## src/rtl/core/sfs_pkg.sv

```systemverilog
// Package for the slot allocator free stack core.
// Holds the field widths, the mode and status codes, the beat payload types
// and the controller/datapath command and status structs. No dependencies.
package sfs_pkg;

    localparam int MAX_SLOTS_DEFAULT = 64;
    localparam int MODE_W   = 2;
    localparam int SLOT_W   = 6;
    localparam int STATUS_W = 2;

    localparam logic [MODE_W-1:0] MODE_ALLOC   = 2'd0;
    localparam logic [MODE_W-1:0] MODE_RELEASE = 2'd1;
    localparam logic [MODE_W-1:0] MODE_EXPIRE  = 2'd2;
    localparam logic [MODE_W-1:0] MODE_CLEAR   = 2'd3;

    localparam logic [STATUS_W-1:0] ST_OK        = 2'd0;
    localparam logic [STATUS_W-1:0] ST_FULL      = 2'd1;
    localparam logic [STATUS_W-1:0] ST_NOT_ALIVE = 2'd2;

    typedef struct packed {
        logic [MODE_W-1:0] mode;
        logic [SLOT_W-1:0] slot_index;
    } in_item_t;

    typedef struct packed {
        logic [SLOT_W-1:0]   granted_slot;
        logic                granted;
        logic [STATUS_W-1:0] status;
    } out_item_t;

    typedef struct packed {
        logic latch;
        logic exec;
        logic scan;
    } ctrl_cmd_t;

    typedef struct packed {
        logic need_search;
        logic out_busy;
        logic scan_done;
    } dp_status_t;

endpackage

```

## src/rtl/core/sfs_stream_if.sv

```systemverilog
// Valid/ready stream interface used for the input and result channels.
// Payload type is a parameter; typically sfs_pkg::in_item_t or out_item_t.
interface sfs_stream_if #(
    parameter type payload_t = logic
);

    logic     valid;
    logic     ready;
    payload_t payload;

    modport source (
        output valid,
        output payload,
        input  ready
    );

    modport sink (
        input  valid,
        input  payload,
        output ready
    );

endinterface

```

## src/rtl/core/sfs_ctrl.sv

```systemverilog
// Controller state machine for the slot allocator free stack core.
// Sequences accept, execute and free-slot scan; depends on sfs_pkg.
module sfs_ctrl (
    input  logic               clk,
    input  logic               rst_n,
    input  logic               in_valid,
    output logic               in_ready,
    input  sfs_pkg::dp_status_t stat,
    output sfs_pkg::ctrl_cmd_t  cmd
);

    localparam logic [1:0] S_IDLE = 2'd0;
    localparam logic [1:0] S_EXEC = 2'd1;
    localparam logic [1:0] S_SCAN = 2'd2;

    logic [1:0] state_reg;
    logic [1:0] state_next;

    assign in_ready = (state_reg == S_IDLE);

    always_comb
    begin
        state_next = state_reg;
        cmd        = '0;
        unique case (state_reg)
            S_IDLE:
            begin
                if (in_valid)
                begin
                    cmd.latch  = 1'b1;
                    state_next = S_EXEC;
                end
            end
            S_EXEC:
            begin
                // hold while the previous result is still waiting
                if (!stat.out_busy)
                begin
                    cmd.exec   = 1'b1;
                    state_next = stat.need_search ? S_SCAN : S_IDLE;
                end
            end
            S_SCAN:
            begin
                cmd.scan = 1'b1;
                if (stat.scan_done)
                begin
                    state_next = S_IDLE;
                end
            end
            default:
            begin
                state_next = S_IDLE;
            end
        endcase
    end

    always_ff @(posedge clk or negedge rst_n)
    begin
        if (!rst_n)
        begin
            state_reg <= S_IDLE;
        end
        else
        begin
            state_reg <= state_next;
        end
    end

endmodule

```

## src/rtl/core/sfs_datapath.sv

```systemverilog
// Datapath for the slot allocator free stack core: alive map, free stack
// memory, high-water and depth counters, scan counter and result register.
// Depends on sfs_pkg and sfs_stream_if.
module sfs_datapath #(
    parameter int MAX_SLOTS = sfs_pkg::MAX_SLOTS_DEFAULT
) (
    input  logic                clk,
    input  logic                rst_n,
    input  sfs_pkg::in_item_t   in_item,
    input  sfs_pkg::ctrl_cmd_t  cmd,
    output sfs_pkg::dp_status_t stat,
    sfs_stream_if.source        out_ch
);

    localparam int AW = $clog2(MAX_SLOTS);
    localparam int DW = $clog2(MAX_SLOTS + 1);

    logic [sfs_pkg::MODE_W-1:0] mode_reg;
    logic [sfs_pkg::SLOT_W-1:0] slot_reg;
    logic [sfs_pkg::SLOT_W-1:0] rd_reg;

    logic [MAX_SLOTS-1:0] alive_reg;
    logic [MAX_SLOTS-1:0] alive_next;
    logic [DW-1:0]        depth_reg;
    logic [DW-1:0]        depth_next;
    logic [DW-1:0]        hw_reg;
    logic [DW-1:0]        hw_next;
    logic [AW-1:0]        scan_reg;
    logic [AW-1:0]        scan_next;

    logic                 out_valid_reg;
    logic                 out_valid_next;
    sfs_pkg::out_item_t   out_data_reg;
    sfs_pkg::out_item_t   out_data_next;

    logic [sfs_pkg::SLOT_W-1:0] stack_mem [MAX_SLOTS];
    logic                       mem_we;

    logic [AW-1:0] slot_addr;
    logic [AW-1:0] top_addr;
    logic [AW-1:0] alloc_pick;
    logic          slot_alive;
    logic          scan_last;

    assign slot_addr  = AW'(slot_reg);
    assign top_addr   = AW'(depth_reg - DW'(1));
    assign slot_alive = (32'(slot_reg) < 32'(MAX_SLOTS)) && alive_reg[slot_addr];
    assign alloc_pick = (depth_reg != '0) ? AW'(rd_reg) : AW'(hw_reg);
    assign scan_last  = (scan_reg == AW'(MAX_SLOTS - 1));

    assign stat.need_search = (mode_reg == sfs_pkg::MODE_ALLOC) && (depth_reg == '0)
                              && (hw_reg == DW'(MAX_SLOTS));
    assign stat.out_busy    = out_valid_reg && !out_ch.ready;
    assign stat.scan_done   = !alive_reg[scan_reg] || scan_last;

    assign out_ch.valid   = out_valid_reg;
    assign out_ch.payload = out_data_reg;

    always_comb
    begin
        alive_next     = alive_reg;
        depth_next     = depth_reg;
        hw_next        = hw_reg;
        scan_next      = scan_reg;
        mem_we         = 1'b0;
        out_valid_next = out_valid_reg && !out_ch.ready;
        out_data_next  = out_data_reg;

        if (cmd.exec && stat.need_search)
        begin
            scan_next = '0;
        end
        else if (cmd.exec)
        begin
            out_valid_next             = 1'b1;
            out_data_next.granted_slot = '0;
            out_data_next.granted      = 1'b0;
            out_data_next.status       = sfs_pkg::ST_OK;
            case (mode_reg) inside
                sfs_pkg::MODE_ALLOC:
                begin
                    if (depth_reg != '0)
                    begin
                        depth_next = depth_reg - DW'(1);
                    end
                    else
                    begin
                        hw_next = hw_reg + DW'(1);
                    end
                    alive_next[alloc_pick]     = 1'b1;
                    out_data_next.granted_slot = sfs_pkg::SLOT_W'(alloc_pick);
                    out_data_next.granted      = 1'b1;
                end
                sfs_pkg::MODE_RELEASE, sfs_pkg::MODE_EXPIRE:
                begin
                    if (!slot_alive)
                    begin
                        out_data_next.status = sfs_pkg::ST_NOT_ALIVE;
                    end
                    else
                    begin
                        alive_next[slot_addr] = 1'b0;
                        if ((mode_reg == sfs_pkg::MODE_RELEASE)
                            && (depth_reg != DW'(MAX_SLOTS)))
                        begin
                            mem_we     = 1'b1;
                            depth_next = depth_reg + DW'(1);
                        end
                    end
                end
                default:
                begin
                    alive_next = '0;
                    depth_next = '0;
                    hw_next    = '0;
                end
            endcase
        end

        if (cmd.scan)
        begin
            if (!alive_reg[scan_reg])
            begin
                alive_next[scan_reg]       = 1'b1;
                out_valid_next             = 1'b1;
                out_data_next.granted_slot = sfs_pkg::SLOT_W'(scan_reg);
                out_data_next.granted      = 1'b1;
                out_data_next.status       = sfs_pkg::ST_OK;
            end
            else if (scan_last)
            begin
                out_valid_next             = 1'b1;
                out_data_next.granted_slot = '0;
                out_data_next.granted      = 1'b0;
                out_data_next.status       = sfs_pkg::ST_FULL;
            end
            else
            begin
                scan_next = scan_reg + AW'(1);
            end
        end
    end

    always_ff @(posedge clk or negedge rst_n)
    begin
        if (!rst_n)
        begin
            alive_reg     <= '0;
            depth_reg     <= '0;
            hw_reg        <= '0;
            scan_reg      <= '0;
            out_valid_reg <= 1'b0;
        end
        else
        begin
            alive_reg     <= alive_next;
            depth_reg     <= depth_next;
            hw_reg        <= hw_next;
            scan_reg      <= scan_next;
            out_valid_reg <= out_valid_next;
        end
    end

    always_ff @(posedge clk)
    begin
        out_data_reg <= out_data_next;
        if (cmd.latch)
        begin
            mode_reg <= in_item.mode;
            slot_reg <= in_item.slot_index;
        end
    end

    // free stack: one write port, one registered read of the top entry
    always_ff @(posedge clk)
    begin
        if (mem_we)
        begin
            stack_mem[depth_reg[AW-1:0]] <= slot_reg;
        end
        if (cmd.latch)
        begin
            rd_reg <= stack_mem[top_addr];
        end
    end

endmodule

```

## src/rtl/core/slot_allocator_free_stack_core.sv

```systemverilog
// Top level of the slot allocator free stack core.
// Joins sfs_ctrl and sfs_datapath; depends on sfs_pkg and sfs_stream_if.
//
//   channel  dir  modport  payload              beat
//   in_ch    in   sink     mode, slot_index     request
//   out_ch   out  source   granted_slot,        one result per request
//                          granted, status
//
// Sequence: accept, then execute, per request; an allocate with an empty stack
//   and the high-water mark at MAX_SLOTS adds a scan of the alive map, one
//   alive bit per cycle.
// Reset: rst_n clears the alive map, counters, state and result valid;
//   free stack memory contents are not reset.
// Stalls: the result register holds a waiting beat while the next request
//   is accepted; execution waits until that result is taken.
module slot_allocator_free_stack_core #(
    parameter int MAX_SLOTS = sfs_pkg::MAX_SLOTS_DEFAULT
) (
    input  logic         clk,
    input  logic         rst_n,
    sfs_stream_if.sink   in_ch,
    sfs_stream_if.source out_ch
);

    sfs_pkg::ctrl_cmd_t  cmd;
    sfs_pkg::dp_status_t stat;
    sfs_pkg::in_item_t   in_item;
    logic                ctrl_ready;
    logic                in_fire;

    assign in_ch.ready = ctrl_ready;
    assign in_item     = in_ch.payload;
    assign in_fire     = in_ch.valid && ctrl_ready;

    sfs_ctrl u_ctrl (
        .clk      (clk),
        .rst_n    (rst_n),
        .in_valid (in_ch.valid),
        .in_ready (ctrl_ready),
        .stat     (stat),
        .cmd      (cmd)
    );

    sfs_datapath #(
        .MAX_SLOTS (MAX_SLOTS)
    ) u_datapath (
        .clk     (clk),
        .rst_n   (rst_n),
        .in_item (in_item),
        .cmd     (cmd),
        .stat    (stat),
        .out_ch  (out_ch)
    );

`ifndef ASSERT_OFF
    a_cmd_onehot: assert property (@(posedge clk) disable iff (!rst_n)
        $onehot0({in_fire, cmd.exec, cmd.scan}))
        else $error("accept, execute and scan overlap");

    a_exec_out_free: assert property (@(posedge clk) disable iff (!rst_n)
        cmd.exec |-> !stat.out_busy)
        else $error("execute while result register is occupied");

    a_no_back_to_back: assert property (@(posedge clk) disable iff (!rst_n)
        in_fire |=> !ctrl_ready)
        else $error("request accepted during execution");

    a_scan_out_free: assert property (@(posedge clk) disable iff (!rst_n)
        cmd.scan |-> !stat.out_busy)
        else $error("scan result would overwrite a waiting beat");
`endif

endmodule
```

## src/flat_wrapper.sv

```systemverilog
// flat-port wrapper written by rule: the top's interface ports become plain ports
module slot_allocator_free_stack_core_flat 
#(
    parameter int MAX_SLOTS = sfs_pkg::MAX_SLOTS_DEFAULT
)
  (clk, rst_n, in_ch_valid, in_ch_payload, in_ch_ready, out_ch_valid, out_ch_payload, out_ch_ready);
  sfs_stream_if in_ch_i ();
  sfs_stream_if out_ch_i ();
  input  logic clk;
  input  logic rst_n;
  input wire logic [$bits(in_ch_i.valid)-1:0] in_ch_valid;
  input wire logic [$bits(in_ch_i.payload)-1:0] in_ch_payload;
  output wire logic [$bits(in_ch_i.ready)-1:0] in_ch_ready;
  output wire logic [$bits(out_ch_i.valid)-1:0] out_ch_valid;
  output wire logic [$bits(out_ch_i.payload)-1:0] out_ch_payload;
  input wire logic [$bits(out_ch_i.ready)-1:0] out_ch_ready;
  assign in_ch_i.valid = in_ch_valid;
  assign in_ch_i.payload = in_ch_payload;
  assign in_ch_ready = in_ch_i.ready;
  assign out_ch_valid = out_ch_i.valid;
  assign out_ch_payload = out_ch_i.payload;
  assign out_ch_i.ready = out_ch_ready;
  slot_allocator_free_stack_core #(.MAX_SLOTS(MAX_SLOTS)) u_core (.clk(clk), .rst_n(rst_n), .in_ch(in_ch_i), .out_ch(out_ch_i));
endmodule
```

## config.mk

```make
export PLATFORM = sky130hd
export DESIGN_NAME = slot_allocator_free_stack_core_flat
export DESIGN_NICKNAME = d
export VERILOG_FILES = /design/src/rtl/core/sfs_pkg.sv /design/src/rtl/core/sfs_stream_if.sv /design/src/rtl/core/sfs_ctrl.sv /design/src/rtl/core/sfs_datapath.sv /design/src/rtl/core/slot_allocator_free_stack_core.sv /design/src/flat_wrapper.sv
export SDC_FILE = /design/constraint.sdc
export NUM_CORES = 1
export LEC_CHECK = 0
export BUFFER_PORTS_ARGS = -buffer_cell sky130_fd_sc_hd__buf_4
export CELL_PAD_IN_SITES_DETAIL_PLACEMENT = 0
export CELL_PAD_IN_SITES_GLOBAL_PLACEMENT = 1
export CORE_UTILIZATION = 54
export DETAILED_ROUTE_END_ITERATION = 12
export GPL_ROUTABILITY_DRIVEN = 0
export GPL_TIMING_DRIVEN = 0
export MAX_ROUTING_LAYER = met4
export PLACE_DENSITY = 0.95
export SLEW_MARGIN = 40
export SYNTH_ARGS = -nofsm -noshare
export SYNTH_HDL_FRONTEND = slang
export SYNTH_SLANG_ARGS = --single-unit
```

## constraint.sdc

```tcl
create_clock -name clk -period 7 [get_ports clk]
set_input_delay 0.7 -clock clk [delete_from_list [all_inputs] [get_ports clk]]
set_output_delay 0.7 -clock clk [all_outputs]
set_load 0.02 [all_outputs]
```

==> metrics.yaml, run 1 <==
drtIter0Drc: 397
initial_core_util_pct: 56.2
ys_top_cells_by_area: "dfrtp_1 (50%), mux4_2 (8.2%), a21oi_1 (6.3%)"
power.density_nw_per_um2: 225
synth_edf_count: 0
synth_top_area_share_pct: 49.6
rows: 32
fill_cells: 653
finalCritPeriodShare_pct: 50.5
antenna_cells: 0
cts_resized: 0
hold_buffers: 0
maxSlewViolCount: 0
clock_path_buffers: 2
hold_viol_final: 0
top_level_ports: 8
finalPower_uw: 1090
synth_area_um2: 4390
whs_ns: 0.354
switching_share_pct: 26.4
first_pass_iters: 5
fin_nets: 443
grt_first_pass_wirelength_mm: 19.0
num_vias: 3607
largest_register_ffs: 64
required_ns: 7.25
yosysMostFrequentCell: "dfrtp_1"
setup_viol: 0
cts_setup_buffers: 0
finalSetupTns_ns: 0
pwr-share-clk_pct: 36.8
outcome: "finished, final reports clean"
rsz0062_at_grt: "no"
wl_per_cell_um: 21.8
slew_headroom_pct: 47.3
core-area_um2: 7810
wl_mm: 11.8
crit_path_start_kind: "flip-flop"
multi_input_area_um2: 2060
ys_ff_latch: 88
min_path_type: "in -> async"
ys_seq_area_share_pct: 50.0
port_buffers: 6
die_w_um: 92.2
rr_worst_depth: 8
numCtsBuffers: 9
synth_cells: 414
clk_pin_slew_ns: 0.09
p_leak_uw: 0.00182
viasPerCell: 6.68
cell_internal_pwr_uw: 800
async_flop_share_pct: 98.9
grt_max_degree: 88
die_h_um: 92.2
place_hpwl_mm: 7.60
pwr-share-seq_pct: 52.3
htreeDepth: 3
drc: 0
root_buffer: "clkbuf_8"
postRouteAntennaNets: 0
grt_pass1_vias: 3574
cts_tree: "built"
cp_max_fo: 10
gr-total-overflow: 0
endpoint_kind: "flip-flop"
worst-setup-path-type: "reg -> reg"
cp_cell_sequence: "clkbuf_1, clkbuf_1, mux4_2, a32o_1, a21oi_2, nand4_2, nand4bb_1, o21ai_0"
drive_above_1_share_pct: 13.0
fmax_mhz: 283
clk_latency_ns: 0.35
tightest_slew_ns: 0.787
synthFlopType: "dfrtp_1"
dieArea_um2: 8500
cts.sinks: 88
syn2layout_area_growth_pct: 10.1
cp_data_arrival_time_ns: 3.79
antenna_found_initial: 0
skew_ns: 0.00761
power_frac_comb_pct: 10.9
vdd_drop_max_mv: 0.108
slowest_stage: "nand4bb_1"
min_period_ns: 3.54
synth.distinct_cells: 49
syn_nets: 424
max_stage_delay_ns: 0.70
synth_top_cell_by_area: "dfrtp_1"
syn_area_per_cell_um2: 10.6
grtUsageTotal_pct: 31.1
cap_violations: 0
p_sw_uw: 287
crit_top_cell: "clkbuf_1"
ys_warn_count: 0
synth_commonest_cells: "dfrtp_1 (87), a21oi_1 (55), o21ai_0 (34)"
ff_latch_area_um2: 2200
placed cells by master (no fill, tap or decap), drive strengths merged, types with 8 or more instances in the layout:
master,instances
dfrtp,87
buf,18
nand3,8
nand2,26
o21ai,60
nor2,12
clkbuf,33
a21oi,56
xnor2,11
a221o,8
mux4,16
power by group through the flow:
| stage | Clock, uW | Sequential [uW] | Combinational, uW |
|---|---|---|---|
| after floorplan | 0 | 569 | 74.5 |
| after CTS | 404 | 569 | 119 |
| after global routing | 424 | 573 | 135 |
| final | 400 | 568 | 119 |
| after detailed placement | 0 | 578 | 119 |
| after global placement | 0 | 574 | 108 |
layer usage:
layer | wire length, um | share of wire, % | vias up | GRT usage [%]
met4 | 468 | 4.0 | 0 | 15.1
met1 | 4850 | 41 | 1783 | 42.1
met3 | 1080 | 9.2 | 48 | 6.22
met2 | 5380 | 46 | 201 | 45.0
met5 | 0 | 0 | - | -
li1 | - | - | 1575 | -
kinds of logic (layout without fill, tap and decap cells):
kind of cell / after synthesis / count (layout) / share of synthesized area [%]
adder cells (fa/ha/maj): 5 / 5 / 1.42
flip-flops: 88 / 88 / 50.0
multiplexers: 22 / 22 / 9.63
AO/OA/AOI/OAI: 138 / 138 / 17.7
AND/OR/NAND/NOR: 110 / 110 / 14.9
buffers and inverters: 38 / 62 / 3.70
XOR/XNOR: 13 / 13 / 2.59
final timing paths:
kind	start	endpoint	slack, ns
min in group clk	u_core.u_datapath.alive_reg[30]	u_core.u_datapath.alive_reg[30]	0.48
worst min register to register	u_core.u_datapath.alive_reg[30]	u_core.u_datapath.alive_reg[30]	0.48
worst max register to register	u_core.u_datapath.scan_reg[2]	u_core.u_datapath.alive_reg[43]	3.46
worst max-delay path	u_core.u_datapath.scan_reg[2]	u_core.u_datapath.alive_reg[43]	3.46
worst min-delay path	rst_n	u_core.u_datapath.depth_reg[3]	0.35
max in group asynchronous	rst_n	u_core.u_datapath.scan_reg[0]	6.11
critical path: cells and delay by family, from the launching register on:
kind	cells	cell delay (ns)
AO/OA/AOI/OAI	3	0.75
AND/OR/NAND/NOR	2	0.94
flip-flops	1	0.34
multiplexers	1	0.41
buffers and inverters	2	1.01
final cells by class:
cell class                      count  area share, %
Timing Repair Buffer                8           1.27
Sequential cell                    88           45.4
Clock buffer                       11           3.13
Multi-Input combinational cell    288           42.5
Clock inverter                      5           1.63
Tap cell                          102           2.64
Inverter                            6          0.466
Buffer                             32           2.90
through the flow:
step / area, um2 / std cells / setup WS (ns) / utilization (%)
after floorplan: 4390 / 414 / 4.45 / -
after global placement: 4560 / 522 / 3.67 / 58.4
after detailed placement: 4590 / 524 / 3.62 / 58.8
after CTS: 4820 / 540 / 3.60 / 61.7
after global routing: 4840 / 540 / 3.30 / 61.9
final: 4840 / 540 / 3.46 / 61.9
Note: power is estimated with default switching activity, not from simulation.
==> inputs of run 2 (changes only) <==
--- a/config.mk
+++ b/config.mk
@@ -8,12 +8,12 @@
 export BUFFER_PORTS_ARGS = -buffer_cell sky130_fd_sc_hd__buf_4
 export CELL_PAD_IN_SITES_DETAIL_PLACEMENT = 0
 export CELL_PAD_IN_SITES_GLOBAL_PLACEMENT = 1
-export CORE_UTILIZATION = 54
+export CORE_UTILIZATION = 50
 export DETAILED_ROUTE_END_ITERATION = 12
 export GPL_ROUTABILITY_DRIVEN = 0
 export GPL_TIMING_DRIVEN = 0
 export MAX_ROUTING_LAYER = met4
-export PLACE_DENSITY = 0.95
+export PLACE_DENSITY = 0.9
 export SLEW_MARGIN = 40
 export SYNTH_ARGS = -nofsm -noshare
 export SYNTH_HDL_FRONTEND = slang
==> constraint.sdc (replaced) <==
create_clock -name clk -period 3.3 [get_ports clk]
set_input_delay 0.33 -clock clk [delete_from_list [all_inputs] [get_ports clk]]
set_output_delay 0.33 -clock clk [all_outputs]
set_load 0.02 [all_outputs]
==> metrics.yaml, run 2 (same netlist as run 1, synthesis figures left out) <==
final_cell_area_um2: 4800  # -0.67%
grt_pass1_vias: 3325  # -7.0%
root_buffer: "clkbuf_8"
placed_cells: 527  # +0.57%
endpoint_kind: "flip-flop"
final_common_cell: "dfrtp_1"
clk_pin_slew_ns: 0.08  # about the same
whs_ns: -0.00584  # -0.360 ns
slew_headroom_pct: 46.4  # -0.98 points
syn2layout_area_growth_pct: 9.40
die_w_um: 95.7  # +3.8%
core-area_um2: 8340  # +6.8%
worst-setup-path-type: "reg -> reg"
timing.rr.end: "u_core.u_datapath.alive_reg[0]"
initial_core_util_pct: 52.6  # -3.6 points
first_pass_iters: 5  # unchanged
grt_max_degree: 88  # unchanged
timing.rr.start: "u_core.u_datapath.scan_reg[2]"
htreeDepth: 3  # unchanged
cp_max_fo: 10  # unchanged
num_vias: 3536  # -2.0%
cts.sinks: 88  # unchanged
maxSlewViolCount: 0  # unchanged
final_cells: 540  # unchanged
crit_path_start_kind: "flip-flop"
rows: 33  # +3.1%
min_path_type: "in -> async"
rr_worst_depth: 8  # unchanged
clock_path_buffers: 2  # unchanged
fmax_mhz: 318  # +13%
cts_setup_buffers: 0  # unchanged
p_leak_uw: 0.00179  # -1.5%
cp_num_buf_inv: 2  # unchanged
viasPerCell: 6.55  # -2.0%
drtIter0Drc: 460  # +16%
tightest_slew_ns: 0.802  # +0.0147 ns
grt_first_pass_wirelength_mm: 18.2  # -4.5%
slowest_stage: "dfrtp_1"
vdd_drop_max_mv: 0.244  # +130%
outcome: "finished with violations"
numCtsBuffers: 9  # unchanged
antenna_cells: 0  # unchanged
die_h_um: 95.7  # +3.8%
port_buffers: 6  # unchanged
grtUsageTotal_pct: 28.4  # -2.7 points
dieArea_um2: 9160  # +7.8%
dpl_cell_area_um2: 4590  # about the same
place_hpwl_mm: 7.69  # +1.1%
max_stage_delay_ns: 0.69  # about the same
drc: 0  # unchanged
required_ns: 3.56  # -3.69 ns
cp_data_arrival_time_ns: 3.40  # -0.39 ns
min_period_ns: 3.14  # -0.397 ns
rrSetupSlack_ns: 0.16  # -3.30 ns
clk_latency_ns: 0.37  # +0.02 ns
cts_tree: "built"
wl_mm: 11.7  # -0.36%
mostFrequentLayoutCells: "dfrtp_1 (87), a21oi_1 (55), o21ai_0 (34)"
crit_start: "u_core.u_datapath.scan_reg[2]"
setup_viol: 0  # unchanged
rsz0062_at_grt: "no"
gr-total-overflow: 0  # unchanged
cap_violations: 0  # unchanged
postRouteAntennaNets: 0  # unchanged
endpoint: "u_core.u_datapath.alive_reg[0]"
fin_nets: 441  # -0.45%
finalCritPeriodShare_pct: 95.2  # +45 points
skew_ns: 0.0129  # +0.00530 ns
crit_family: "flip-flops"
top_level_ports: 8  # unchanged
finalPower_uw: 2200  # +100%
drive_above_1_share_pct: 13.1  # +0.090 points
hold_viol_final: 2  # +2
largest_register_ffs: 64  # unchanged
wl_per_cell_um: 21.7  # -0.36%
antenna_found_initial: 0  # unchanged
cp_cell_sequence: "clkbuf_2, mux4_2, a32o_1, a21oi_2, nand4_2, or4_1, clkbuf_1, o21ai_0"
critical_path_depth: 8  # unchanged
power.density_nw_per_um2: 459  # +100%
violations: "negative hold slack"
fill_cells: 727  # +11%
run 2: worst min-delay path by stage:
stage / start / slack (ns) / end
after detailed placement: rst_n / 0.44 / u_core.u_datapath.depth_reg[2]
final: rst_n / -0.006 / u_core.u_datapath.depth_reg[3]
after global placement: u_core.u_datapath.alive_reg[40] / 0.45 / u_core.u_datapath.alive_reg[40]
after CTS: rst_n / 0.06 / u_core.u_datapath.depth_reg[2]
after floorplan: rst_n / 0.03 / u_core.u_ctrl.state_reg[0]
after global routing: rst_n / 0.06 / u_core.u_datapath.depth_reg[0]
run 2: metrics by stage:
| stage | worst slack, ns | hold slack (ns) | utilization (%) | TNS (ns) |
|---|---|---|---|---|
| 5_1_grt | 0.0793 | 0.0642 | 57.6 | 0 |
| 2_1_floorplan | 0.755 | 0.0344 | - | 0 |
| 4_1_cts | 0.0734 | 0.0592 | 57.5 | 0 |
| 6_report | 0.158 | -0.00584 | 57.6 | 0 |
| 3_3_place_gp | -0.0759 | 0.451 | 54.8 | -0.790 |
| 3_5_place_dp | -0.0919 | 0.443 | 55.1 | -0.626 |
run 2: what timing repair did:
item / 4_1_cts / 5_1_grt
endpoints found under the hold margin: 0 / 0
gates resized for setup: 2 / 0
hold buffers: 0 / 0
setup endpoints to repair: 25 / 21
run 2: final cells by class:
class / count / area, um2 / area share (%)
buffer: 30 / 134 / 2.79
clock buffer: 11 / 141 / 2.94
clock inverter: 4 / 53.8 / 1.12
inverter: 6 / 22.5 / 0.469
multi-input combinational: 288 / 2060 / 42.9
sequential: 88 / 2200 / 45.7
tap: 105 / 131 / 2.74
timing repair buffer: 8 / 61.3 / 1.28
run 2: power breakdown:
| part | internal (uW) | switching, uW | total (uW) |
|---|---|---|---|
| sequential | 1140 | 65.7 | 1200 |
| combinational | 92.8 | 151 | 244 |
| clock | 370 | 388 | 758 |
| total | 1600 | 605 | 2200 |
run 2: per-layer routing:
layer  GRT usage [%]  part of all wire (%)
met2            42.3                    46
met3            5.21                   7.3
met1            38.4                    43
met5               -                     0
met4            11.9                   3.4
==> inputs of run 3 (changes only) <==
--- a/config.mk
+++ b/config.mk
@@ -13,7 +13,7 @@
 export GPL_ROUTABILITY_DRIVEN = 0
 export GPL_TIMING_DRIVEN = 0
 export MAX_ROUTING_LAYER = met4
-export PLACE_DENSITY = 0.9
+export PLACE_DENSITY_LB_ADDON = 0.1
 export SLEW_MARGIN = 40
 export SYNTH_ARGS = -nofsm -noshare
 export SYNTH_HDL_FRONTEND = slang
==> metrics.yaml, run 3 (same netlist as run 1, synthesis figures left out) <==
required_ns: 3.56  # about the same
postRouteAntennaNets: 0  # unchanged
fmax_mhz: 325  # +2.1%
dpl_cell_area_um2: 4600  # +0.11%
slowest_stage: "dfrtp_1"
cap_violations: 0  # unchanged
final_cell_area_um2: 4810  # +0.21%
grtUsageTotal_pct: 29.8  # +1.4 points
slew_headroom_pct: 50.3  # +3.9 points
clk_latency_ns: 0.36  # about the same
outcome: "finished, final reports clean"
antenna_found_initial: 0  # unchanged
wl_per_cell_um: 22.1  # +1.7%
root_buffer: "clkbuf_8"
grt_pass1_vias: 3327  # +0.060%
drc: 0  # unchanged
cp_data_arrival_time_ns: 3.34  # -0.06 ns
gr-total-overflow: 0  # unchanged
setup_viol: 0  # unchanged
fin_nets: 442  # +0.23%
final_common_cell: "dfrtp_1"
skew_ns: 0.0141  # +0.00116 ns
crit_family: "simple AND/OR/NAND/NOR gates"
die_h_um: 95.7  # unchanged
cts.sinks: 88  # unchanged
top_level_ports: 8  # unchanged
core-area_um2: 8340  # unchanged
mostFrequentLayoutCells: "dfrtp_1 (87), a21oi_1 (55), o21ai_0 (34)"
finalPower_uw: 2210  # +0.42%
cts_tree: "built"
syn2layout_area_growth_pct: 9.63
cp_max_fo: 10  # unchanged
final_util_pct: 57.7  # +0.12 points
vdd_drop_max_mv: 0.307  # +26%
finalCritPeriodShare_pct: 93.3  # -1.9 points
viasPerCell: 6.31  # -3.6%
antenna_cells: 0  # unchanged
grt_first_pass_wirelength_mm: 19.1  # +5.0%
grt_max_degree: 88  # unchanged
endpoint_kind: "flip-flop"
htreeDepth: 3  # unchanged
clk_pin_slew_ns: 0.10  # +0.02 ns
maxSlewViolCount: 0  # unchanged
tightest_slew_ns: 0.743  # -0.0584 ns
cts_resized: 1  # -1
numCtsBuffers: 9  # unchanged
p_leak_uw: 0.00180  # +0.41%
rsz0062_at_grt: "no"
drtIter0Drc: 228  # -50%
hold_buffers: 0  # unchanged
wl_mm: 12.0  # +2.1%
dieArea_um2: 9160  # unchanged
cts_setup_buffers: 0  # unchanged
clock_path_buffers: 2  # unchanged
worst-setup-path-type: "reg -> reg"
crit_path_start_kind: "flip-flop"
power.density_nw_per_um2: 460  # +0.21%
place_hpwl_mm: 8.04  # +4.5%
min_period_ns: 3.08  # -0.0641 ns
cp_num_buf_inv: 2  # unchanged
initial_core_util_pct: 52.6  # unchanged
min_path_type: "in -> async"
max_stage_delay_ns: 0.67  # -0.02 ns
hold_viol_final: 0  # -2
rows: 33  # unchanged
die_w_um: 95.7  # unchanged
port_buffers: 6  # unchanged
first_pass_iters: 5  # unchanged
drive_above_1_share_pct: 13.7  # +0.63 points
cp_cell_sequence: "clkbuf_2, mux4_2, a32o_1, a21oi_2, nand4_2, or4_1, clkbuf_1, o21ai_0"
num_vias: 3422  # -3.2%
largest_register_ffs: 64  # unchanged
-- run 3: power by group --
part | leakage, uW | internal, uW | switching, uW
logic | 0.000834 | 95.3 | 153
clock network | 0.0000933 | 355 | 409
registers | 0.000869 | 1140 | 64.5
total | 0.00180 | 1590 | 626
-- run 3: layer usage --
metal  vias up  global-route usage, %  share of wire [%]
met1      1719                   43.5                 48
li1       1570                      -                  -
met5         -                      -                  0
met4         0                   9.08                2.4
met2       111                   42.0                 44
met3        22                   6.16                5.7
-- run 3: worst register-to-register path, cell delays in order (launching register included) --
cell and delay [ns]:
dfrtp_1 0.67, clkbuf_2 0.37, mux4_2 0.36, a32o_1 0.22
a21oi_2 0.13, nand4_2 0.23, or4_1 0.45, clkbuf_1 0.29
o21ai_0 0.28
-- run 3: per-stage QoR --
step | setup TNS, ns | hold WS, ns | worst slack, ns | cells
global placement | -2.23 | 0.452 | -0.162 | 525
detailed placement | -2.43 | 0.451 | -0.201 | 527
global route | 0 | 0.0591 | 0.0389 | 542
finish | 0 | 0.0180 | 0.222 | 542
CTS | 0 | 0.0608 | 0.0191 | 542
floorplan | 0 | 0.0344 | 0.755 | 414
-- run 3: final cells by class --
type	instances	area, um2
flip-flops and latches	88	2200
clock inverters	6	67.6
clock buffers	10	128
well taps	105	131
fillers	747	3530
multi-input cells	288	2060
inverters	6	22.5
repair buffers	8	61.3
plain buffers	31	141
-- run 3: worst paths after layout --
| kind | startpoint | endpoint | slack (ns) | cells past startpoint |
|---|---|---|---|---|
| worst max-delay path | u_core.u_datapath.scan_reg[2] | u_core.u_datapath.alive_reg[56] | 0.22 | 8 |
| worst min-delay path | rst_n | u_core.u_ctrl.state_reg[0] | 0.02 | 1 |
| worst max register to register | u_core.u_datapath.scan_reg[2] | u_core.u_datapath.alive_reg[56] | 0.22 | 8 |
| worst min register to register | u_core.u_datapath.hw_reg[6] | u_core.u_datapath.hw_reg[6] | 0.48 | 1 |
| max in group asynchronous | rst_n | u_core.u_datapath.alive_reg[7] | 2.80 | 1 |
| min in group clk | in_ch_valid | u_core.u_ctrl.state_reg[0] | 0.21 | 3 |
